File: config.mk
export PLATFORM = sky130hd
export DESIGN_NAME = acd_queue
export DESIGN_NICKNAME = d
export VERILOG_FILES = /design/src/design/acd_pkg.sv /design/src/design/acd_queue.sv
export SDC_FILE = /design/constraint.sdc
export NUM_CORES = 1
export LEC_CHECK = 0
export BUFFER_PORTS_ARGS = -buffer_cell sky130_fd_sc_hd__clkbuf_2
export CORE_MARGIN = 2
export CORE_UTILIZATION = 40
export DETAILED_ROUTE_END_ITERATION = 7
export SKIP_CTS_REPAIR_TIMING = 1
export SLEW_MARGIN = 5
export SYNTH_ARGS = -nofsm -noshare
export SYNTH_HDL_FRONTEND = slang
export SYNTH_SLANG_ARGS = --single-unit
File: constraint.sdc
create_clock -name clk -period 3.2 [get_ports clk]
set_clock_uncertainty 0.2 [all_clocks]
set_input_delay 0.16 -clock clk [delete_from_list [all_inputs] [get_ports clk]]
set_output_delay 0.16 -clock clk [all_outputs]
set_load 0.02 [all_outputs]
File: src/design/acd_pkg.sv
`timescale 1ns / 1ps
// ----------------------------------------------------------------------------
// acd_pkg
// Shared types and constants for the anchor chaining block.
// ----------------------------------------------------------------------------
package acd_pkg;

  localparam int ADDR_MAX_W = 12;  // enough for the largest store
  localparam int CFG_IDX_W  = 8;
  localparam int CFG_DATA_W = 16;
  localparam int QUEUE_DEPTH = 4;

  localparam logic [CFG_IDX_W-1:0] REG_TUPLE_SIZE     = 8'd0;
  localparam logic [CFG_IDX_W-1:0] REG_FRAC_THRESHOLD = 8'd1;

  localparam logic [7:0]  TUPLE_SIZE_RST = 8'd12;
  localparam logic [15:0] FRAC_RST       = 16'd13107;

  typedef struct packed {
    logic [7:0]  tuple_size;
    logic [15:0] frac_threshold;
  } acd_cfg_t;

  // one classified input beat
  typedef struct packed {
    logic [15:0]           read_pos;
    logic [31:0]           genome_pos;
    logic [ADDR_MAX_W-1:0] addr;
    logic                  drop;
    logic                  last;
  } acd_entry_t;

  typedef enum logic [3:0] {
    B_IDLE,
    B_FETCH,
    B_CAPT,
    B_SCAN,
    B_WRITE,
    B_TSTEP,
    B_TWAIT,
    B_ETRD,
    B_EARD,
    B_EOUT
  } acd_state_t;

endpackage

File: src/design/acd_queue.sv
`timescale 1ns / 1ps
// ----------------------------------------------------------------------------
// acd_queue
// Short fifo of classified beats between the front and the back.
// ----------------------------------------------------------------------------
module acd_queue (
  input  logic               clk,
  input  logic               rst_n,
  input  logic               push,
  input  acd_pkg::acd_entry_t push_entry,
  output logic               full,
  input  logic               pop,
  output logic               not_empty,
  output acd_pkg::acd_entry_t head
);

  localparam int PW = $clog2(acd_pkg::QUEUE_DEPTH);

  acd_pkg::acd_entry_t slot_r [acd_pkg::QUEUE_DEPTH];
  logic [PW-1:0] wr_r, rd_r;
  logic [PW:0]   cnt_r;

  assign full      = (cnt_r == (PW+1)'(acd_pkg::QUEUE_DEPTH));
  assign not_empty = (cnt_r != '0);
  assign head      = slot_r[rd_r];

  always_ff @(posedge clk) begin
    if (push) begin
      slot_r[wr_r] <= push_entry;
    end
  end

  always_ff @(posedge clk) begin
    if (!rst_n) begin
      wr_r  <= '0;
      rd_r  <= '0;
      cnt_r <= '0;
    end else begin
      if (push) begin
        wr_r <= wr_r + PW'(1);
      end
      if (pop) begin
        rd_r <= rd_r + PW'(1);
      end
      cnt_r <= cnt_r + (PW+1)'(push) - (PW+1)'(pop);
    end
  end

endmodule

# --- Word level (Yosys, flattened, before mapping) ---
# Memory sizes are Yosys's and may differ from the RTL's. A register that Yosys moved wholly into a read port is not among the register bits.
# Index checks and enable logic that the tools add are counted.
word_totals:
  in_bits: 66
  elab_cells: 14
  out_inout_bits: 64
  ram_bits: 248
  register_bits: 7
  memories: 1
classes:
  muxes: 4
  n_addsub: 4
  n_eq_ne: 1
  n_reduce_logical: 1
mem_list:
  columns: ["memory", "depth", "word_bits", "read_ports", "rd_clocked_by_memory_dff", "wr", "line", "source"]
  rows:
  - ["slot_r", 4, 62, 1, 1, 1, "acd_queue.sv:19", "acd_pkg::acd_entry_t slot_r [acd_pkg::QUEUE_DEPTH];"]
op_table:
  columns: ["cell", "n"]
  rows:
  - ["$add 2x1->2 const B", 2]
  - ["$mux 2", 2]
  - ["$add 3x1->3", 1]
  - ["$eq 3x3->1 const B", 1]
  - ["$reduce_bool 3->1", 1]
  - ["$sub 3x1->3", 1]
  - ["$mux 1", 2]

# --- Logic depth before layout (Yosys ltp) ---
# Gate-level depths: netlist of the first run.
logic_depth:
  ltp_word: 3
  depth_mapped: 7
  depth_no_buf: 7

# --- Least setup slack after synthesis of the first run ---
# OpenSTA, ideal clock, no wires.
synth_path:
  path_type: "reg2reg"
  start: "register wr_r[0]"
  end: "memory slot_r[2][0] (netlist name) (enable)"
  stages_incl_launch_ff: 4
  period_less_slack_ps: 2629
  required_ps: 2574
  slack_ps: 571
  setup_ps: 426
  n_path_buf: 0
  arrival_time_ps: 2003
  cell_sequence: "dfxtp_1 > inv_1 > ha_1 > and2_1"
synth_rtl:
  columns: ["item", "line", "source"]
  rows:
  - ["from (decl)", "acd_queue.sv:20", "logic [PW-1:0] wr_r, rd_r;"]
  - ["from (signal assigned)", "acd_queue.sv:40", "wr_r <= wr_r + PW'(1);"]
  - ["to (decl)", "acd_queue.sv:19", null]
# No word-level cell before the write port.

==> results of run 1 <==
## flip-flops by register name, indices dropped and copies added (netlist names), named ones only
signal and count:
wr_r 2, rd_r 2, cnt_r 3, slot_r 248
## synthesized netlist by cell type, drive strengths merged
cell,number,area share [%]
nand3b,1,0.079
and2,6,0.40
or3,1,0.066
nor2,5,0.20
xnor2,2,0.19
and3,1,0.066
clkbuf,1,0.040
ha,6,0.79
a21oi,1,0.053
mux4,62,15
buf,13,1.7
inv,7,0.28
a21bo,1,0.11
mux2i,1,0.11
dfxtp,9,1.9
xor3,1,0.25
fa,1,0.21
edfxtp,248,79
## power by group through the flow
| stage | logic (W) | clock network [W] | registers, W |
|---|---|---|---|
| 5_1_grt | 0.000944 | 0.00319 | 0.00395 |
| 2_1_floorplan | 0.000565 | 0 | 0.00397 |
| 3_5_place_dp | 0.000822 | 0 | 0.00401 |
| 4_1_cts | 0.000826 | 0.00308 | 0.00394 |
| 6_report | 0.000872 | 0.00299 | 0.00394 |
| 3_3_place_gp | 0.000808 | 0 | 0.00400 |
## kinds of logic (layout without fill, tap and decap cells)
group / count (synthesis) / count (layout)
fa+ha+maj: 7 / 7
flops: 257 / 257
buf+inv: 21 / 258
simple gates: 14 / 14
mux: 63 / 63
xor+xnor: 3 / 3
compound gates: 2 / 2
other cells: 0 / 1
## final timing paths
kind	slack (ps)	to	start	depth (start not counted)
max	620	head[61]	flip-flop	3
min	200	slot_r[0][16]	push_entry[16]	2
max reg2reg	1250	cnt_r[2]	cnt_r[0]	7
min reg2reg	320	flip-flop	rd_r[1]	2
## per-layer routing
| metal | GRT usage (%) | routed length, um |
|---|---|---|
| met1 | 18.03 | 7517 |
| met5 | 0 | 0 |
| met2 | 23.58 | 8984 |
| met4 | 3.506 | 365 |
| met3 | 3.613 | 867 |
## area by class of cell
| cell class | instances | area share [%] |
|---|---|---|
| flip-flops and latches | 257 | 63.55 |
| multi-input cells | 89 | 13.75 |
| repair buffers | 202 | 12.04 |
| clock buffers | 35 | 5.874 |
| well taps | 319 | 3.322 |
| clock inverters | 14 | 1.229 |
| inverters | 7 | 0.2187 |
| diodes | 1 | 0.02083 |
## stage by stage
step                      cells  hold WS [ps]  cell area (um2)  setup slack [ps]  total power [W]
after floorplan             367         58.87             9460             570.6         0.004538
after global placement      808         171.8            10500              1082         0.004807
after detailed placement    808         180.9            10500              1084         0.004836
after CTS                   857        -368.5            11350             520.4         0.007844
after global routing        923         194.9            12010             449.6         0.008089
final                       924         198.8            12010             621.4         0.007802
==> flow_summary_export.csv, run 1 <==
group,metric,value,unit
status,status,"finished, final reports clean",
pwr,p_sw_share,22.35,%
pwr,p_sw,0.001744,W
global_routing,grt_max_degree,63,
detailed_routing,drt-pass1-iter-count,4,
setup_path,slowest_stage,"dfxtp_4",
setup_path,cp_max_fo,24,
detailed_routing,vias,4480,
finish,regArea,0.007635,mm2
logic_synthesis,synth_xor_area_share,0.4365,%
sta,fmax,387.8,MHz
job,drv_cap,0,
detailed_routing,wire_per_inst,19.19,um
floorplan,io_pins,130,
logic_synthesis,synthCells,367,
floorplan,die_y,157.8,um
sta,fin_tns_setup,0,ps
placed_design,gp_congestion,0.6504,
sta,drv_slew,0,
pwr,combinationalPowerShare,11.2,%
clocking,clk_latency,510,ps
logic_synthesis,synth.net_count,440,
pwr,ir_drop,0.4820,mV
sta,period_needed,2579,ps
pwr,leakagePower,4.136,nW
global_routing,overflow,0,
logic_synthesis,ys_warn_count,0,
clocking,cts_made_buffers,27,
finish,multi_input_area,0.001652,mm2
logic_synthesis,yosysUniqueCellTypes,21,
sta,hold_viol,0,
pwr,clockPowerShare,38.4,%
hold_path,hold_class,"input pin to flip-flop",
pwr,p_seq_share,50.5,%
setup_path,cp.arrival,2220,ps
logic_synthesis,synth_area_per_cell,25.78,um2
clocking,tritoncts,"done",
placed_design,dp_hpwl,9.832,mm
finish,layout_commonest_cell,"edfxtp_1",
logic_synthesis,synth_top_family_by_area,"multiplexers",
sta,setup_viol,0,
setup_path,path_delay_family,"flip-flops",
logic_synthesis,syn_area,0.009460,mm2
setup_path,crit_chain,"buf_12 > mux4_1 > clkbuf_2",
clocking,h-tree-depth,1,
setup_path,start_kind,"flip-flop",
floorplan,fp.dieW,157.8,um
sta,tightestPinTransition,623.6,ps
detailed_routing,ant_nets,0,
logic_synthesis,synth_seq_cells,257,
global_routing,grt_first_pass_wirelength,25.98,mm
clocking,clk_path_buf_depth,3,
sta,rsz0062_at_grt,"false",
finish,fin_util,51.49,%
detailed_routing,drc,0,
finish,nFillCells,1893,
floorplan,row_count,56,
detailed_routing,drt_iter0_markers,217,
clocking,cts_sinks,257,
logic_synthesis,synth.area.mux_share,14.95,%
finish,layout.nets,657,
pwr,p_int,0.006059,W
sta,timing.slew.headroom,58.43,%
clocking,path_clk_slew,60,ps
setup_path,critPathMaxStageDelay,630,ps
setup_path,critPathBufInv,2,
detailed_routing,viasPerCell,4.848,
floorplan,core,0.02333,mm2
global_routing,grt.total_usage,13.93,%
global_routing,grt_pass1_vias,4580,
setup_path,required,2840,ps
logic_synthesis,synth-compound-area-share,0.1587,%
finish,layout_common_cells,"248 x edfxtp_1, 129 x clkbuf_2, 66 x dlygate4sd3_1",
sta,period_share,80.58,%
logic_synthesis,synthAdderAreaFrac,1.005,%
finish,area_delta_synth_final,26.99,%
floorplan,start_util,40.55,%
pwr,power_density,649.4,mW/mm2
setup_path,end_kind,"output port",
logic_synthesis,synth_simple_gate_area_share,0.8068,%
placed_design,port_buffers,129,
detailed_routing,wl,17.73,mm
global_routing,antenna_found_initial,1,
setup_path,critPathKind,"flip-flop to output port",
logic_synthesis,ys_seq_area_share,80.62,%
finish,drive_gt1_share,39.90,%
floorplan,dieArea,0.02490,mm2
clocking,root_buffer,"clkbuf_16",
No activity file was read; power rests on OpenSTA's default activity.
==> run 2, diff against run 1 <==
==> constraint.sdc (replaced) <==
create_clock -name clk -period 2.1 [get_ports clk]
set_clock_uncertainty 0.2 [all_clocks]
set_input_delay 0.105 -clock clk [delete_from_list [all_inputs] [get_ports clk]]
set_output_delay 0.105 -clock clk [all_outputs]
set_load 0.02 [all_outputs]
==> flow_summary_export.csv, run 2 (synthesis gave the netlist of run 1 again) <==
group,metric,value,unit
status,status,"complete, but fails checks",
status,violations,"negative setup slack",
setup_path,required,1790,ps
setup_path,r2r_cells,7,
sta,tightestPinTransition,426.3,ps
detailed_routing,drt_iter0_markers,178,
global_routing,overflow,0,
sta,hold_viol,0,
floorplan,dieArea,0.02490,mm2
sta,fmax,452.2,MHz
floorplan,start_util,40.55,%
sta,setup_viol,52,
finish,layout.nets,671,
setup_path,cp.depth,4,
clocking,h-tree-depth,1,
detailed_routing,drc,0,
finish,drive_gt1_share,41.10,%
detailed_routing,wire_per_inst,19.76,um
finish,n_antenna_cell,0,
sta,setup_ws,-111.3,ps
clocking,clk_path_buf_depth,3,
setup_path,start_kind,"flip-flop",
setup_path,path_delay_family,"multiplexers",
setup_path,timing.rr.start,"cnt_r[0]",
job,drv_cap,0,
setup_path,reg2reg_slack,120,ps
global_routing,grt_first_pass_wirelength,25.54,mm
setup_path,critPathBufInv,3,
placed_design,port_buffers,129,
detailed_routing,vias,4506,
detailed_routing,drt-pass1-iter-count,4,
setup_path,rr_endpoint,"cnt_r[2]",
sta,period_needed,2211,ps
setup_path,critPathMaxStageDelay,540,ps
detailed_routing,ant_nets,0,
setup_path,crit_chain,"buf_12 > buf_16 > mux4_2 > buf_6",
global_routing,grt_pass1_vias,4550,
finish,area_delta_synth_final,32.35,%
finish,layout_common_cells,"248 x edfxtp_1, 68 x clkbuf_2, 65 x dlygate4sd3_1",
finish,largest_register_ffs,248,
sta,period_share,105.3,%
pwr,power_density,952.3,mW/mm2
global_routing,grt.total_usage,13.77,%
detailed_routing,wl,18.52,mm
placed_design,gp_congestion,0.7055,
floorplan,fp.dieW,157.8,um
clocking,clk_latency,520,ps
setup_path,cp_max_fo,7,
floorplan,core,0.02333,mm2
clocking,tritoncts,"done",
clocking,path_clk_slew,60,ps
hold_path,hold_class,"input pin to flip-flop",
setup_path,timing.critical_path.to,"head[12]",
setup_path,cp.arrival,1910,ps
detailed_routing,viasPerCell,4.809,
sta,rsz0062_at_grt,"true",
setup_path,slowest_stage,"mux4_2",
floorplan,row_count,56,
setup_path,critPathKind,"flip-flop to output port",
sta,fin_tns_setup,-4332,ps
finish,layout_commonest_cell,"edfxtp_1",
sta,timing.slew.headroom,71.58,%
global_routing,grt_max_degree,42,
finish,top_regs,"slot_r (248), cnt_r (3)",
placed_design,dp_hpwl,10.25,mm
floorplan,die_y,157.8,um
finish,regMostFlops,"slot_r",
clocking,cts_sinks,257,
setup_path,end_kind,"output port",
sta,drv_slew,0,
clocking,cts_made_buffers,26,
floorplan,io_pins,130,
clocking,root_buffer,"clkbuf_16",
pwr,leakagePower,4.320,nW
global_routing,antenna_found_initial,0,
sta,holdWs,144.0,ps
pwr,ir_drop,0.6869,mV
-- run 2: cell count changes in the layout (fill, tap and decap cells not counted), sizes merged --
cell / change
buf: +73
bufinv: -2
clkbuf: -55
clkinvlp: -1
diode: -1
dlygate4sd3: -1
-- run 2: worst min path at each step --
stage                    end  cells after the start            from  slack [ps]
2_1_floorplan   slot_r[0][0]                      0   push_entry[0]           4
3_3_place_gp   slot_r[0][19]                      1  push_entry[19]         120
3_5_place_dp   slot_r[2][19]                      1  push_entry[19]         130
4_1_cts        slot_r[1][31]                      1  push_entry[31]        -420
5_1_grt        slot_r[1][54]                      2  push_entry[54]         140
6_report       slot_r[0][31]                      2  push_entry[31]         140
-- run 2: final cells by class --
cell class              instances  area (um2)
clock buffers                  37       713.2
clock inverters                11       77.57
fillers                      1832       10810
inverters                       7       26.28
multi-input cells              89        1644
flip-flops and latches        257        7635
well taps                     319       399.1
repair buffers                217        2026
-- run 2: power by group --
part           internal [W]  switching [W]
clock               0.00248        0.00180
combinational      0.000866       0.000820
sequential          0.00589      0.0000683
total               0.00924        0.00269
-- run 2: per-layer routing --
metal  global-route usage, %  up-vias  share of wire, %
met5                       0        -                 0
met4                   3.853        0               1.7
met3                   3.394       24               4.9
met2                   24.10      109                51
met1                   17.07     2346                43
li1                        -     2027                 -
-- run 2: per-stage QoR --
stage          utilization (%)  cells  power, W  instance area, um2  setup WS, ps
6_report                 53.66    937   0.01192               12520        -111.3
5_1_grt                  53.66    937   0.01237               12520        -177.6
4_1_cts                  48.61    863   0.01167               11340        -252.2
3_5_place_dp             45.22    815  0.007377               10550         122.2
3_3_place_gp             45.22    815  0.007332               10550         183.9
2_1_floorplan                -    367  0.006909                9465         143.9
