## config.mk

```make
export PLATFORM = sky130hd
export DESIGN_NAME = acd_front
export DESIGN_NICKNAME = d
export VERILOG_FILES = /design/src/design/acd_pkg.sv /design/src/design/acd_front.sv
export SDC_FILE = /design/constraint.sdc
export NUM_CORES = 1
export LEC_CHECK = 0
export BUFFER_PORTS_ARGS = -buffer_cell sky130_fd_sc_hd__buf_4
export CAP_MARGIN = 20
export CORE_ASPECT_RATIO = 1.25
export CORE_UTILIZATION = 26
export DETAILED_ROUTE_END_ITERATION = 10
export MAX_ROUTING_LAYER = met4
export PLACE_DENSITY = 0.69
export SYNTH_ARGS = -nofsm -noshare
export SYNTH_HDL_FRONTEND = slang
export SYNTH_SLANG_ARGS = --single-unit
```

## constraint.sdc

```tcl
create_clock -name clk -period 1.81 [get_ports clk]
set_input_delay 0.181 -clock clk [delete_from_list [all_inputs] [get_ports clk]]
set_output_delay 0.181 -clock clk [all_outputs]
set_load 0.01 [all_outputs]
```

## src/design/acd_pkg.sv

```systemverilog
`timescale 1ns / 1ps
// ----------------------------------------------------------------------------
// acd_pkg
// Shared types and constants for the anchor chaining block.
// ----------------------------------------------------------------------------
package acd_pkg;

  localparam int ADDR_MAX_W = 12;  // enough for the largest store
  localparam int CFG_IDX_W  = 8;
  localparam int CFG_DATA_W = 16;
  localparam int QUEUE_DEPTH = 4;

  localparam logic [CFG_IDX_W-1:0] REG_TUPLE_SIZE     = 8'd0;
  localparam logic [CFG_IDX_W-1:0] REG_FRAC_THRESHOLD = 8'd1;

  localparam logic [7:0]  TUPLE_SIZE_RST = 8'd12;
  localparam logic [15:0] FRAC_RST       = 16'd13107;

  typedef struct packed {
    logic [7:0]  tuple_size;
    logic [15:0] frac_threshold;
  } acd_cfg_t;

  // one classified input beat
  typedef struct packed {
    logic [15:0]           read_pos;
    logic [31:0]           genome_pos;
    logic [ADDR_MAX_W-1:0] addr;
    logic                  drop;
    logic                  last;
  } acd_entry_t;

  typedef enum logic [3:0] {
    B_IDLE,
    B_FETCH,
    B_CAPT,
    B_SCAN,
    B_WRITE,
    B_TSTEP,
    B_TWAIT,
    B_ETRD,
    B_EARD,
    B_EOUT
  } acd_state_t;

endpackage

```

## src/design/acd_front.sv

```systemverilog
`timescale 1ns / 1ps
// ----------------------------------------------------------------------------
// acd_front
// Accepts anchor beats, assigns store slots and marks beats past capacity.
// ----------------------------------------------------------------------------
module acd_front #(
  parameter int MAX_ANCHORS = 64
) (
  input  logic                clk,
  input  logic                rst_n,
  input  logic                in_valid,
  output logic                in_stall,
  input  logic [15:0]         in_read_pos,
  input  logic [31:0]         in_genome_pos,
  input  logic                in_last,
  output logic                q_push,
  output acd_pkg::acd_entry_t q_entry,
  input  logic                q_full
);

  localparam int CW = $clog2(MAX_ANCHORS + 1);

  logic [CW-1:0] cnt_r;
  logic          full_list;

  assign in_stall  = q_full;
  assign q_push    = in_valid && !q_full;
  assign full_list = (cnt_r == CW'(MAX_ANCHORS));

  always_comb begin
    q_entry.read_pos   = in_read_pos;
    q_entry.genome_pos = in_genome_pos;
    q_entry.addr       = acd_pkg::ADDR_MAX_W'(cnt_r);
    q_entry.drop       = full_list;
    q_entry.last       = in_last;
  end

  always_ff @(posedge clk) begin
    if (!rst_n) begin
      cnt_r <= '0;
    end else if (q_push) begin
      if (in_last) begin
        cnt_r <= '0;
      end else if (!full_list) begin
        cnt_r <= cnt_r + CW'(1);
      end
    end
  end

endmodule

```

## Yosys cells after proc, flatten, opt, wreduce, memory -nomap -nowiden

Index checks and enable logic that the tools add are counted.

| word-level totals | value |
|---|---|
| logic and storage cells | 9 |
| flip-flop bits (word level) | 7 |

| operators by class | value |
|---|---|
| add/subtract/negate cells | 1 |
| mux-type cells | 2 |
| equality and inequality tests | 2 |
| reduce and logical (&&, ||, !) cells | 3 |

Operators by type and width:

| cell | number |
|---|---|
| two-way mux 7 bit | 2 |
| adder 7 x 1 -> 7 bit, second input constant | 1 |
| == test 7 bit, second input constant | 1 |
| inequality test 2 bit, second input constant | 1 |
| AND reduction 2 bit | 1 |
| logical AND 1 bit | 1 |
| logical NOT 1 bit | 1 |

## Logic depth before layout (Yosys ltp)

Gate-level depths: netlist of run 1.

| depth | value |
|---|---|
| depth in word-level cells | 3 |
| depth in mapped cells | 5 |
| mapped depth without buffers | 5 |

## Least setup slack after synthesis of run 1

OpenSTA, ideal clock, no wires.

| timing path | value |
|---|---|
| path type | reg2reg |
| start | reg cnt_r[3] |
| end | reg cnt_r[0] |
| buffers on the path | 0 |
| cell stages (with the launch flop) | 4 |
| required time | 1.735 ns |
| clock period less this slack | 1.422 ns |
| path slack | 0.388 ns |
| arrival | 1.348 ns |
| path through | dfxtp_1 > or4b_4 > o31a_1 > o22ai_1 |

| between the ends | value |
|---|---|
| word-level cells in the longest chain between the ends | 3 |

RTL lines:

| item | line | text |
|---|---|---|
| from (decl) | acd_front.sv:23 | `logic [CW-1:0] cnt_r;` |
| from (signal assigned) | acd_front.sv:45 | `cnt_r <= cnt_r + CW'(1);` |
| == test 7 bit | acd_front.sv:28 | `assign full_list = (cnt_r == CW'(MAX_ANCHORS));` |
| inequality test 2 bit (no source line) | -- |  |
| AND reduction 2 bit (no source line) | -- |  |

Every way passes these cells.
A chain may end at the register's enable or synchronous reset.

==> flow_summary.toml, run 1 <==
[setup_path]
r2r_start = "cnt_r[3]"
cp-start-kind = "flip-flop"
cp-startpoint = "cnt_r[3]"
path_class = "reg -> out"
cp_max_fo = 6
worst_ep_arrival_time_ps = 1450
crit_chain = "or4b_4 > nor2_1 > buf_4"
required_ps = 1630
slowest_stage = "or4b_4"
cpPeakStageDelay_ps = 580
cp-end-kind = "output port"

[flow_run]
cap_viol_max_count = 0

[synth]
netlist.area_leader.share = 0.4993
synth_area_leader_cell = "buf_4"
ys_warn_count = 0
syn_area_per_cell_um2 = 7.870
syn-cell-area_um2 = 842.1
async_flop_share = 0
ys.flop_type = "dfxtp_1"
synth-seq-cells = 7
yosys-top-cells-area = "buf_4 50%, dfxtp_1 17%, ha_1 3.0%, a21boi_1 2.7%, nand2_1 2.7%"
ys_seq_area_frac = 0.1664
synth_edf_count = 0
synthCells = 107
yosys.cell_types.count = 23
synthTopCellsByCount = "56 x buf_4, 7 x dfxtp_1, 6 x nand2_1"
yosysMostFrequentCell = "buf_4"

[power_and_ir_drop]
power_uw = 347.3
p_int_uw = 260.2
power_density_nw_per_um2 = 562.9
p_leak_nw = 0.2474
ir_drop_uv = 310.9
combPwrFrac = 0.134
p_sw_frac = 0.2507
switching_power_uw = 87.07
p_clk_frac = 0.412
pwr-share-seq = 0.454

[detailed_routing]
ant_nets = 0
wl_per_cell_um = 13.94
via_count = 535
drtIter0Drc = 6
via_per_inst = 4.908
wl_um = 1520
drt_first_pass_iters = 4
drc = 0

[grt]
globalRouteOverflowTotal = 0
grt_max_degree = 11
antenna_found_initial = 0
gr-usage-all-layers = 0.09881
grt_pass1_vias = 533
grt_pass1_wl_um = 2366

[clocking]
path_clk_slew_ps = 50
holdBufCountCts = 0
cts_sinks = 7
cts_root_buf = "clkbuf_4"
tritoncts = "done"
cts-buffers-inserted = 3
cts-resized-gates = 0
h-tree-depth = 1
clk_latency_ps = 250
clk_path_buf_depth = 2
cts_setup_buffers = 0

[floorplan]
die-area_um2 = 3472
fp-row-count = 22
start_util = 0.2807
core-area_um2 = 3000
die_x_um = 52.90
io_pins = 117
die_h_um = 65.63

[placed_design]
io_buffers = 15
gp_congestion = 0.8787

[sta]
rsz0062_at_grt = "false"
drv_slew = 0
finalCritPeriodShare = 0.9014
finalHoldViolations = 0
max_freq_mhz = 612.9
clock_skew_ps = 0.6233
fin_crit_ps = 1631
setup_viol = 0
setup_tns_ps = 0

[cells_and_area]
regMostFlops = "cnt_r"
layout-drive-gt1-share = 0.2877
largest_reg_flops = 7
diodes = 0
fin_nets = 129
largestRegisters = "cnt_r: 7 flops"
syn_to_final_growth_pct = -26.75

[status]
outcome = "completed"

[min_path]
worstHoldStart = "rst_n"
hp-class = "in -> reg"
worst max-delay path, delay by kind of cell (launching register included):
kind / cells / cell delay, ps
buffers and inverters: 1 / 130
flip-flops: 1 / 350
AND/OR/NAND/NOR: 2 / 720
placed cells by master, fill, tap and decap left out:
cell | netlist | routed
o21bai_2 | 1 | 1
o311ai_0 | 2 | 2
nand3_1 | 3 | 3
inv_1 | 4 | 4
ha_1 | 2 | 2
or3_1 | 1 | 1
o311a_1 | 1 | 1
nand2_1 | 6 | 6
dfxtp_1 | 7 | 7
or4b_4 | 1 | 1
nand3b_1 | 2 | 2
o31a_1 | 1 | 1
a31oi_1 | 2 | 2
buf_4 | 56 | 15
o21ai_0 | 2 | 2
or3b_4 | 1 | 1
clkbuf_4 | 0 | 3
o22ai_1 | 3 | 3
a21boi_1 | 3 | 3
or4_1 | 2 | 2
nor2_1 | 3 | 3
clkbuf_1 | 0 | 1
conb_1 | 1 | 5
nand2b_1 | 2 | 2
layout make-up:
class	instances	area [um2]
sequential	7	140.1
timing repair buffer	15	112.6
inverter	4	15.01
tap	36	45.04
clock buffer	4	26.28
fill	334	2384
multi-input combinational	43	277.8
metrics by stage:
stage	area (um2)	worst slack [ps]	utilization	instances	hold WS, ps
floorplan	857.1	387.5	-	111	389.7
global placement	590.6	357.5	0.1968	105	362.1
detailed placement	590.6	315.6	0.1968	105	362.1
CTS	616.8	158.0	0.2056	109	217.9
global route	616.8	101.2	0.2056	109	214.2
finish	616.8	178.5	0.2056	109	226.9
worst paths after layout:
kind | slack, ps | cells past startpoint | to
max reg2reg | 300 | 3 | cnt_r[0]
max | 180 | 3 | q_entry[1]
min | 230 | 2 | cnt_r[3]
min reg2reg | 530 | 2 | cnt_r[4]
cells by family (layout without fill, tap and decap cells):
kind of cell,count (synthesis),after routing,synth area share
buffers and inverters,61,23,0.5215
and+or+nand+nor,21,21,0.1456
AOI/OAI and AO/OA,15,15,0.1322
DFF,7,7,0.1664
adders and majority gates,2,2,0.02971
other,1,5,0.004453
power groups by stage:
| stage | clock network, mW | registers (mW) | logic (mW) |
|---|---|---|---|
| 2_1_floorplan | 0 | 0.161 | 0.145 |
| 3_3_place_gp | 0 | 0.161 | 0.0451 |
| 3_5_place_dp | 0 | 0.161 | 0.0460 |
| 4_1_cts | 0.149 | 0.158 | 0.0464 |
| 5_1_grt | 0.162 | 0.158 | 0.0510 |
| 6_report | 0.143 | 0.158 | 0.0464 |
layer usage:
layer / GRT usage / part of all wire / vias to the layer above
met4: 0.09539 / 0.082 / 0
met3: 0.06944 / 0.16 / 26
met1: 0.09491 / 0.35 / 235
met5: - / 0 / -
li1: - / - / 228
met2: 0.1250 / 0.41 / 46
Power figures use the tool's default switching activity.
==> run 2, diff against run 1 <==
- BUFFER_PORTS_ARGS: -buffer_cell sky130_fd_sc_hd__buf_4 -> not set
- CORE_AREA: not set -> 2 2 45 47
- CORE_ASPECT_RATIO: 1.25 -> not set
- CORE_UTILIZATION: 26 -> not set
- DIE_AREA: not set -> 0 0 47 49
- DONT_BUFFER_PORTS: not set -> 1
- PLACE_DENSITY: 0.69 -> 0.6
==> run 2 against run 1 <==
- sequential share of layout area rose by 4.9 points
- fmax fell by 0.56%
- worst hold slack worse by 170 ps
- utilization up 7.0 points
- critical endpoint unchanged
- count of clock-buffer cells in the layout unchanged
- combinational power shrank 38%
- critical path depth down 1
- routed wire length shrank 11%
==> flow_summary.toml, run 2 (synthesis results as in run 1) <==
[setup_path]
cp_num_buf_inv = 0
slowest_stage = "or4b_4"
cpPeakStageDelay_ps = 590
cp-start-kind = "flip-flop"
worst_ep_arrival_time_ps = 1460
cp_max_fo = 6
required_ps = 1630
cp-end-kind = "output port"
path_class = "reg -> out"
cp_top_family = "simple AND/OR/NAND/NOR gates"
crit_chain = "or4b_4 > nor2_1"

[floorplan]
start_util = 0.4572
core-area_um2 = 1842
die-area_um2 = 2303
io_pins = 117
die_x_um = 47
fp-row-count = 16
die_h_um = 49

[cells_and_area]
final_util = 0.2758
layout-drive-gt1-share = 0.1333
regMostFlops = "cnt_r"
syn_to_final_growth_pct = -39.67
fin_cells = 87
fin_nets = 116
diodes = 0
largest_reg_flops = 7
final_common_cell = "dfxtp_1"
most-common-layout-cells = "7 x dfxtp_1, 6 x nand2_1, 5 x conb_1"
largestRegisters = "cnt_r: 7 flops"

[detailed_routing]
via_per_inst = 5.322
drt_first_pass_iters = 4
drc = 0
wl_per_cell_um = 15.49
drtIter0Drc = 3
ant_nets = 0
via_count = 463
wl_um = 1348

[sta]
clock_skew_ps = 0.9020
rsz0062_at_grt = "false"
finalHoldViolations = 0
timing.hold.ws_ps = 61.34
finalCritPeriodShare = 0.9064
setup_viol = 0
fin_crit_ps = 1641
worst_slack_ps = 169.4
drv_slew = 0
setup_tns_ps = 0
max_freq_mhz = 609.5

[power_and_ir_drop]
p_leak_nw = 0.1807
combPwrFrac = 0.087
pwr-share-seq = 0.474
p_int_uw = 250.8
ir_drop_uv = 182.5
switching_power_uw = 78.48
p_clk_frac = 0.438
power_density_nw_per_um2 = 648.3
p_sw_frac = 0.2383

[clocking]
cts-buffers-inserted = 3
h-tree-depth = 1
clk_latency_ps = 250
holdBufCountCts = 0
path_clk_slew_ps = 50
cts_sinks = 7
cts_root_buf = "clkbuf_4"
cts-resized-gates = 0
clk_path_buf_depth = 2
tritoncts = "done"
cts_setup_buffers = 0

[placed_design]
placed_cells = 83
dp_hpwl_um = 1069
io_buffers = 0
dp_slack_ps = 317.5
gp_congestion = 0.7733

[grt]
grt_pass1_wl_um = 1994
globalRouteOverflowTotal = 0
grt_max_degree = 11
grt_pass1_vias = 440
gr-usage-all-layers = 0.1232
antenna_found_initial = 0

[flow_run]
cap_viol_max_count = 0

[min_path]
hp-class = "in -> reg"

[status]
outcome = "completed"
==> run 2: final cells by class <==
type | instances | area, um2
clock buffer | 4 | 26.28
sequential | 7 | 140.1
fill | 202 | 1334
tap | 27 | 33.78
timing repair buffer | 2 | 15.01
multi-input combinational | 43 | 277.8
inverter | 4 | 15.01
==> run 2: power groups by stage <==
stage / registers [mW] / logic [mW] / clock network (mW)
floorplan: 0.161 / 0.145 / 0
global placement: 0.159 / 0.0286 / 0
detailed placement: 0.160 / 0.0284 / 0
CTS: 0.156 / 0.0285 / 0.149
global route: 0.156 / 0.0320 / 0.154
finish: 0.156 / 0.0287 / 0.144
==> run 2: routing by layer <==
| layer | wire length [um] | global-route usage | vias up |
|---|---|---|---|
| met2 | 611 | 0.1621 | 41 |
| li1 | - | - | 203 |
| met1 | 423 | 0.1250 | 201 |
| met3 | 216 | 0.02963 | 18 |
| met4 | 96 | 0.1574 | 0 |
| met5 | 0 | - | - |
==> run 2: worst reg2reg max path: stages (launching register included) <==
cell	delay, ps
dfxtp_1	380
or4b_4	590
o31a_1	310
o22ai_1	160
==> run 2: per-stage QoR <==
stage | instance area, um2 | total power [mW]
final | 508.0 | 0.3293
after global routing | 508.0 | 0.3426
after CTS | 508.0 | 0.3335
after detailed placement | 481.7 | 0.1880
after global placement | 481.7 | 0.1881
after floorplan | 857.1 | 0.3065
==> run 2: worst paths after layout <==
check | startpoint | to | slack [ps] | depth (start not counted)
max | cnt_r[3] | q_entry[1] | 170 | 2
min | rst_n | cnt_r[3] | 60 | 1
max reg2reg | cnt_r[3] | cnt_r[1] | 310 | 3
min reg2reg | cnt_r[6] | cnt_r[6] | 570 | 2
==> run 3, diff against run 2 <==
- PLACE_DENSITY: 0.6 -> not set
- PLACE_DENSITY_LB_ADDON: not set -> 0.3
==> run 3 against run 2 <==
- critical path depth unchanged
- non-clock buffer count unchanged
- clock skew increased by 1.1 ps
- register-to-register slack about the same
- sequential power about the same
- utilization unchanged
- worst hold slack got worse by 3.1 ps
- count of clock-buffer cells in the layout unchanged
- final cell count unchanged
- via count decreased by 0.22%
- global-route usage increased by 1.4 points
- critical endpoint unchanged
- largest cell class unchanged
==> flow_summary.toml, run 3 (synthesis results as in run 1) <==
[min_path]
hp-class = "in -> reg"

[sta]
worst_slack_ps = 176.1
finalCritPeriodShare = 0.9027
clock_skew_ps = 1.966
max_freq_mhz = 612.0
rsz0062_at_grt = "false"
finalHoldViolations = 0
drv_slew = 0
setup_viol = 0
setup_tns_ps = 0
fin_crit_ps = 1634

[clocking]
cts-resized-gates = 0
cts-buffers-inserted = 3
holdBufCountCts = 0
tritoncts = "done"
clk_path_buf_depth = 2
h-tree-depth = 1
cts_sinks = 7
path_clk_slew_ps = 50
cts_setup_buffers = 0
cts_root_buf = "clkbuf_4"
clk_latency_ps = 250

[power_and_ir_drop]
p_leak_nw = 0.1807
power_density_nw_per_um2 = 645.2
ir_drop_uv = 140.4

[grt]
gr-usage-all-layers = 0.1376
grt_pass1_vias = 457
globalRouteOverflowTotal = 0
grt_pass1_wl_um = 2125
grt_max_degree = 11
antenna_found_initial = 0

[cells_and_area]
fin_nets = 116
largest_reg_flops = 7
layout-drive-gt1-share = 0.1333
most-common-layout-cells = "7 x dfxtp_1, 6 x nand2_1, 5 x conb_1"
final_common_cell = "dfxtp_1"
syn_to_final_growth_pct = -39.67
diodes = 0
fillers = 215
regMostFlops = "cnt_r"
multi_input_area_um2 = 277.8
seqCellArea_um2 = 140.1
largestRegisters = "cnt_r: 7 flops"

[setup_path]
required_ps = 1630
cp-start-kind = "flip-flop"
cp_max_fo = 6
path_class = "reg -> out"
worst_ep_arrival_time_ps = 1450
cp-end-kind = "output port"

[floorplan]
die_x_um = 47
die-area_um2 = 2303
core-area_um2 = 1842
die_h_um = 49
io_pins = 117
start_util = 0.4572
fp-row-count = 16

[detailed_routing]
drt_first_pass_iters = 4
via_count = 462
wl_per_cell_um = 16.03
ant_nets = 0
drc = 0
wl_met1_um = 452
wl_um = 1395
wl_met3_um = 196
drtIter0Drc = 3
dr_wl_met2_um = 661
via_per_inst = 5.310
dr.max_layer_used = "met4"

[status]
outcome = "completed"

[placed_design]
gp_congestion = 0.7078
dp_hpwl_um = 1084
dp_slack_ps = 313.4
io_buffers = 0

[flow_run]
cap_viol_max_count = 0
run 3: through the flow:
step                area, um2  hold slack, ps  total power [mW]  instances  utilization
floorplan               857.1           389.7            0.3065        111            -
global placement        481.7           319.0            0.1886         83       0.2615
detailed placement      481.7           320.8            0.1887         83       0.2615
CTS                     508.0           46.24            0.3363         87       0.2758
global route            508.0           41.17            0.3502         87       0.2758
finish                  508.0           58.21            0.3277         87       0.2758
run 3: per-layer routing:
| metal | GRT usage | vias to the layer above |
|---|---|---|
| met5 | - | - |
| met4 | 0.1667 | 0 |
| met3 | 0.07778 | 18 |
| met2 | 0.1804 | 32 |
| met1 | 0.1176 | 210 |
| li1 | - | 202 |
run 3: path summary, 6_finish.rpt:
path | startpoint | depth (start not counted) | slack [ps] | to
max | cnt_r[3] | 2 | 180 | q_entry[1]
min | rst_n | 1 | 60 | cnt_r[3]
max reg2reg | cnt_r[3] | 3 | 300 | cnt_r[1]
min reg2reg | cnt_r[6] | 2 | 560 | cnt_r[6]
run 3: layout make-up:
type                       count  area share
multi-input combinational     43      0.5468
sequential                     7      0.2759
tap                           27     0.06650
clock buffer                   4     0.05172
timing repair buffer           2     0.02956
inverter                       4     0.02956
run 3: worst max-delay path, cell delays in order (launching register included):
cell,delay [ps]
dfxtp_1,380
or4b_4,590
nor2_1,240
run 3: power by group:
group	switching, mW	internal [mW]	leakage, nW	total (mW)
registers	0.000700	0.156	0.0565	0.156
clock network	0.0583	0.0842	0.0150	0.143
logic	0.0181	0.0109	0.109	0.0290
